===== src/design/utf8d_pkg.sv =====
// Shared types and constants for the UTF-8 stream decoder.
package utf8d_pkg;

    localparam int FifoDepth = 4;
    localparam int PtrW      = $clog2(FifoDepth);
    localparam int CntW      = $clog2(FifoDepth + 1);

    localparam logic [2:0] TailSat = 3'd7;

    typedef struct packed {
        logic [31:0] code_point;
        logic        is_valid;
        logic        run_last;
    } result_t;

endpackage


===== src/design/utf8_stream_decoder.sv =====
// UTF-8 stream decoder: classifies bytes, folds sequences into code points.
//
// Takes one UTF-8 byte per input beat (tlast marks the final byte of the stream) and
// gives code points, each tagged valid or invalid in tuser, with tlast on the final
// result caused by its byte. Each byte is decoded in the cycle it is accepted, so while
// the queue has room a new byte can be accepted on every clock. A byte gives zero, one
// or two results: when the byte ends an open sequence and also stands for a result of
// its own, both results are written to the output queue in the same cycle and are sent
// in two output beats. The output queue holds four results. Input is accepted while at
// least two entries are free, so the downstream side can stall at any time without
// losing a result. With a steady one-result-per-byte stream and no output stall,
// throughput is one byte per cycle. Results are registered before they are sent.
module utf8_stream_decoder (
    input  logic        clk,
    input  logic        rst_n,
    input  logic        s_axis_tvalid,
    output logic        s_axis_tready,
    input  logic [7:0]  s_axis_tdata,   // [7:0] data_byte
    input  logic        s_axis_tlast,   // stream_end
    output logic        m_axis_tvalid,
    input  logic        m_axis_tready,
    output logic [31:0] m_axis_tdata,   // [31:0] code_point
    output logic        m_axis_tuser,   // is_valid
    output logic        m_axis_tlast    // run_last
);
    import utf8d_pkg::*;

    logic            seq_open_reg, seq_open_next;
    logic [31:0]     acc_code_reg, acc_code_next;
    logic [1:0]      exp_tail_reg, exp_tail_next;
    logic [2:0]      tail_seen_reg, tail_seen_next;

    result_t         fifo_reg [FifoDepth];
    logic [PtrW-1:0] wr_ptr_reg, rd_ptr_reg;
    logic [CntW-1:0] count_reg, count_next;

    logic            s_acc, m_pop;
    logic [7:0]      b;
    logic            fin, is_cont, is_ascii, lead2, lead3, lead4, is_lead;
    logic [31:0]     acc_ext;
    logic [2:0]      seen_ext;
    logic [31:0]     lead_acc;
    logic [1:0]      lead_exp;
    result_t         res0, res1;
    logic            push0, push1;
    logic [1:0]      push_n;

    assign s_axis_tready = (count_reg <= CntW'(FifoDepth - 2));
    assign m_axis_tvalid = (count_reg != '0);
    assign s_acc         = s_axis_tvalid & s_axis_tready;
    assign m_pop         = m_axis_tvalid & m_axis_tready;

    assign m_axis_tdata  = fifo_reg[rd_ptr_reg].code_point;
    assign m_axis_tuser  = fifo_reg[rd_ptr_reg].is_valid;
    assign m_axis_tlast  = fifo_reg[rd_ptr_reg].run_last;

    assign b        = s_axis_tdata;
    assign fin      = s_axis_tlast;
    assign is_cont  = (b[7:6] == 2'b10);
    assign is_ascii = ~b[7];
    assign lead4    = (b[7:3] == 5'b11110);
    assign lead3    = (b[7:4] == 4'b1110);
    assign lead2    = (b[7:5] == 3'b110);
    assign is_lead  = lead2 | lead3 | lead4;

    // Continuation bits shift in; the low six bits come from the continuation byte.
    assign acc_ext  = {acc_code_reg[25:0], b[5:0]};
    assign seen_ext = (tail_seen_reg == TailSat) ? TailSat : tail_seen_reg + 3'd1;

    always_comb
    begin
        lead_acc = {24'd0, b & 8'h1f};
        lead_exp = 2'd1;
        if (lead4)
        begin
            lead_acc = {24'd0, b & 8'h07};
            lead_exp = 2'd3;
        end
        else if (lead3)
        begin
            lead_acc = {24'd0, b & 8'h0f};
            lead_exp = 2'd2;
        end
    end

    always_comb
    begin
        res0           = '0;
        res1           = '0;
        push0          = 1'b0;
        push1          = 1'b0;
        seq_open_next  = seq_open_reg;
        acc_code_next  = acc_code_reg;
        exp_tail_next  = exp_tail_reg;
        tail_seen_next = tail_seen_reg;

        if (s_acc)
        begin
            if (seq_open_reg && is_cont)
            begin
                acc_code_next  = acc_ext;
                tail_seen_next = seen_ext;
                res0.code_point = acc_ext;
                res0.is_valid   = (seen_ext == {1'b0, exp_tail_reg});
                res0.run_last   = 1'b1;
                push0           = fin;
            end
            else
            begin
                // Close the open sequence first.
                res0.code_point = acc_code_reg;
                res0.is_valid   = (tail_seen_reg == {1'b0, exp_tail_reg});
                res0.run_last   = 1'b1;
                push0           = seq_open_reg;

                if (is_lead)
                begin
                    seq_open_next  = 1'b1;
                    acc_code_next  = lead_acc;
                    exp_tail_next  = lead_exp;
                    tail_seen_next = 3'd0;
                    res1.code_point = lead_acc;
                    res1.is_valid   = 1'b0;
                    res1.run_last   = 1'b1;
                    push1           = fin;
                end
                else
                begin
                    seq_open_next  = 1'b0;
                    acc_code_next  = '0;
                    exp_tail_next  = '0;
                    tail_seen_next = '0;
                    res1.code_point = {24'd0, b};
                    res1.is_valid   = is_ascii;
                    res1.run_last   = 1'b1;
                    push1           = 1'b1;
                end

                if (push1)
                begin
                    res0.run_last = 1'b0;
                end

                // Compact: lone second result goes into the first slot.
                if (!push0)
                begin
                    res0  = res1;
                    push0 = push1;
                    push1 = 1'b0;
                end
            end

            if (fin)
            begin
                seq_open_next  = 1'b0;
                acc_code_next  = '0;
                exp_tail_next  = '0;
                tail_seen_next = '0;
            end
        end
    end

    assign push_n     = {1'b0, push0} + {1'b0, push1};
    assign count_next = count_reg + CntW'(push_n) - CntW'(m_pop);

    always_ff @(posedge clk or negedge rst_n)
    begin
        if (!rst_n)
        begin
            seq_open_reg  <= 1'b0;
            acc_code_reg  <= '0;
            exp_tail_reg  <= '0;
            tail_seen_reg <= '0;
            wr_ptr_reg    <= '0;
            rd_ptr_reg    <= '0;
            count_reg     <= '0;
        end
        else
        begin
            seq_open_reg  <= seq_open_next;
            acc_code_reg  <= acc_code_next;
            exp_tail_reg  <= exp_tail_next;
            tail_seen_reg <= tail_seen_next;
            wr_ptr_reg    <= wr_ptr_reg + PtrW'(push_n);
            rd_ptr_reg    <= rd_ptr_reg + PtrW'(m_pop);
            count_reg     <= count_next;
        end
    end

    always_ff @(posedge clk)
    begin
        if (push0)
        begin
            fifo_reg[wr_ptr_reg] <= res0;
        end
        if (push1)
        begin
            fifo_reg[wr_ptr_reg + PtrW'(1)] <= res1;
        end
    end

`ifndef NO_ASSERTIONS
    a_count_bound: assert property (@(posedge clk) disable iff (!rst_n)
        count_reg <= CntW'(FifoDepth))
        else $error("output queue overflow");

    a_end_clears: assert property (@(posedge clk) disable iff (!rst_n)
        (s_acc && s_axis_tlast) |=> (!seq_open_reg && tail_seen_reg == 3'd0))
        else $error("sequence state not cleared at stream end");

    a_ascii_one: assert property (@(posedge clk) disable iff (!rst_n)
        (s_acc && !seq_open_reg && !s_axis_tdata[7])
        |=> count_reg == $past(count_reg) + CntW'(1) - CntW'($past(m_pop)))
        else $error("ASCII byte did not push exactly one result");

    a_cont_silent: assert property (@(posedge clk) disable iff (!rst_n)
        (s_acc && seq_open_reg && s_axis_tdata[7:6] == 2'b10 && !s_axis_tlast)
        |=> count_reg == $past(count_reg) - CntW'($past(m_pop)))
        else $error("mid-sequence continuation pushed a result");
`endif

endmodule

===== config.mk =====
export PLATFORM = sky130hd
export DESIGN_NAME = utf8_stream_decoder
export DESIGN_NICKNAME = d
export VERILOG_FILES = /design/src/design/utf8d_pkg.sv /design/src/design/utf8_stream_decoder.sv
export SDC_FILE = /design/constraint.sdc
export NUM_CORES = 1
export LEC_CHECK = 0
export ABC_CLOCK_PERIOD_IN_PS = 5400
export BUFFER_PORTS_ARGS = -buffer_cell sky130_fd_sc_hd__buf_2
export CAP_MARGIN = 30
export CORE_UTILIZATION = 56
export DETAILED_ROUTE_END_ITERATION = 10
export PLACE_DENSITY = 0.72
export SYNTH_ARGS = -nofsm -noshare
export SYNTH_HDL_FRONTEND = slang
export SYNTH_SLANG_ARGS = --single-unit

===== constraint.sdc =====
create_clock -name clk -period 5.4 [get_ports clk]
set_clock_uncertainty 0.1 [all_clocks]
set_input_delay 1.08 -clock clk [delete_from_list [all_inputs] [get_ports clk]]
set_output_delay 1.08 -clock clk [all_outputs]
set_load 0.01 [all_outputs]

==> reports/metrics.csv <==
metric,value,unit
outcome,"finished, final reports clean",
die width,121,um
DR pass1 iterations,7,
Slew headroom,36.2,%
Ant. Diodes,0,
RSZ-0062 raised after global routing,no,
Syn Inst Count,644,
Synth top area share,24.1,%
Final Cycle Share,67.0,%
cell area after layout,0.00895,sq mm
Worst-path clk slew,0.06,ns
vias in the first global route,5678,
Critical Path Sink,m_axis_tdata[9],
Synth Register Bits,181,
Core Footprint,0.0139,sq mm
R2R depth,11,
"top cells by area, synth","dfxtp_1 24%, edfxtp_1 15%, dfrtp_1 14%",
# IOs,49,
Final Wtd Congestion,0.928,
CTS root buffer,clkbuf_16,
top-count cell post-synth,a22o_1,
worst slew pin tran,0.954,ns
CTS tree,done,
clock latency on the worst-skew pair,0.42,ns
asr flop ratio synth,24.9,%
GRT Util Overall,28.2,%
hold crit path type,register to register,
Hold Slack,0.376,ns
Port Buffer Count,48,
CTS H-tree depth,4,
CP Launch Type,register,
crit path cell chain,"buf_4, mux4_2, buf_2",
# Post-CTS Setup Buffers,0,
synthesized net count,665,
"Cell Area, Synth",0.00799,sq mm
CP Class,register to output port,
Mean Syn Cell Area,12.4,sq um
"Slowest-stage cell, CP",dfrtp_2,
LEAKAGE,0.00353,uW
synth cell count leaders,"128 x a22o_1, 96 x dfxtp_1, 71 x nand2_1",
total of max-cap violations,0,
row count,43,
Critical Path AT,2.44,ns
clk sinks,181,
setup TNS,0,ns
fillers,1080,
Peak Freq,276,MHz
WP data required,4.22,ns
post-CTS sizing,0,
register area,0.00425,sq mm
clk buf depth,2,
area of the die,0.0147,sq mm
Hold Buf Count CTS,0,
Pwr Total,3850,uW
HPWL Detailed,12.5,mm
Starting DRT DRC Count,589,
share of cells above drive strength 1,21.0,%
first-pass GRT wire length,31.1,mm
initial core utilization,57.5,%
CP Max Fanout,24,
minimum clock period,3.62,ns
# DRC,0,
vias,5819,
crit-path max cell delay,0.94,ns
max reg flops,136,
post-synthesis sequential area ratio,53.2,%
synthesis-to-finish area growth,12.0,%
cts bufs inserted,17,
Die Y-Extent,121,um
"area leader, netlist",dfxtp_1,
Crit Reg-Reg Startpoint,seq_open_reg$_DFFE_PN0P_,
"Top FF cell, synth",dfxtp_1,
Critical path buffers and inverters,2,
flop2flop setup slack,2.03,ns
post-synthesis cell type count,52,
beginning of the critical path,rd_ptr_reg[1]$_DFF_PN0_,
WL/cell,22.2,um
antenna violations before repair,0,
CP Depth,3,
Yosys Warn Count,0,
final setup fails,0,
Routed Wire Length,19.3,mm
placed inst area,0.00831,sq mm
final hold violations,0,
worst r2r dst,count_reg[2]$_DFF_PN0_,
GRT overflow,0,
# nets final,697,
critical path endpoint category,output port,
cell family with most CP delay,flip-flops,
PD cells,430,mW/mm^2
Max IR drop VDD,0.314,mV
"Slew Viols, Final",0,
number of synthesized flops with an enable pin,40,
vias per inst,6.70,
post-route ant nets,0,
multi-input logic area,0.00339,sq mm
largest net degree at the start of global routing,51,
[cells in the final DEF (no fill, tap or decap), types with 3 or more instances in the layout]
cell type | netlist | routed
nand3_1 | 14 | 14
clkbuf_16 | 0 | 19
edfxtp_1 | 40 | 40
buf_4 | 2 | 12
nand2_1 | 71 | 71
inv_1 | 14 | 15
buf_2 | 24 | 48
o22ai_1 | 33 | 33
mux4_2 | 34 | 34
nor3_2 | 8 | 8
clkbuf_1 | 13 | 3
clkbuf_8 | 0 | 3
o32ai_1 | 4 | 4
bufinv_16 | 0 | 3
nand2b_1 | 6 | 6
dfxtp_1 | 96 | 96
a22o_1 | 128 | 128
a21oi_1 | 28 | 28
dfrtp_1 | 45 | 43
a22oi_4 | 4 | 4
xnor2_1 | 6 | 6
ha_1 | 7 | 7
o21ai_0 | 10 | 10
nor2_1 | 4 | 4
a21o_1 | 8 | 8
[power by group]
part	switching (uW)	internal, uW
logic	544	355
registers	156	1480
clock network	495	820
total	1190	2650
[cells by family (layout without fill, tap and decap cells)]
| group | Yosys count | count (layout) | share of synthesized area (%) |
|---|---|---|---|
| AO/OA/AOI/OAI | 231 | 231 | 23.4 |
| XOR/XNOR | 8 | 8 | 0.877 |
| adder cells (fa/ha/maj) | 8 | 8 | 1.35 |
| buffers and inverters | 64 | 109 | 4.32 |
| flip-flops | 181 | 181 | 53.2 |
| multiplexers | 36 | 36 | 9.84 |
| AND/OR/NAND/NOR | 116 | 116 | 7.05 |
[area by class of cell]
class | instances | share of cell area [%]
Clock buffer | 25 | 5.90
Clock inverter | 7 | 1.24
Inverter | 14 | 0.587
Multi-Input combinational cell | 399 | 37.9
Sequential cell | 181 | 47.5
Tap cell | 180 | 2.52
Timing Repair Buffer | 63 | 4.31
[metrics by stage]
| stage | setup slack, ns | instances | util (%) |
|---|---|---|---|
| floorplan | 1.70 | 644 | - |
| global placement | 1.56 | 834 | 59.5 |
| detailed placement | 1.48 | 837 | 59.9 |
| CTS | 1.70 | 869 | 64.5 |
| global route | 1.61 | 869 | 64.5 |
| finish | 1.78 | 869 | 64.5 |
[routing by layer]
metal	global-route usage [%]	up-vias	share of wire (%)
met4	9.03	0	1.6
met5	0	-	0
li1	-	2580	-
met1	40.3	2908	43
met2	42.8	304	47
met3	6.25	27	8.6
[worst min-delay path by stage]
stage / start / cells past startpoint / endpoint
after floorplan: fifo_reg[1][10]$_SDFFE_PP0P_ / 1 / fifo_reg[1][10]$_SDFFE_PP0P_
after global placement: fifo_reg[3][12]$_SDFFE_PP0P_ / 1 / fifo_reg[3][12]$_SDFFE_PP0P_
after detailed placement: fifo_reg[3][11]$_SDFFE_PP0P_ / 1 / fifo_reg[3][11]$_SDFFE_PP0P_
after CTS: fifo_reg[3][31]$_SDFFE_PP0P_ / 1 / fifo_reg[3][31]$_SDFFE_PP0P_
after global routing: rst_n / 1 / exp_tail_reg[1]$_DFFE_PN0P_
final: fifo_reg[3][26]$_SDFFE_PP0P_ / 1 / fifo_reg[3][26]$_SDFFE_PP0P_
Note: power is estimated with default switching activity, not from simulation.
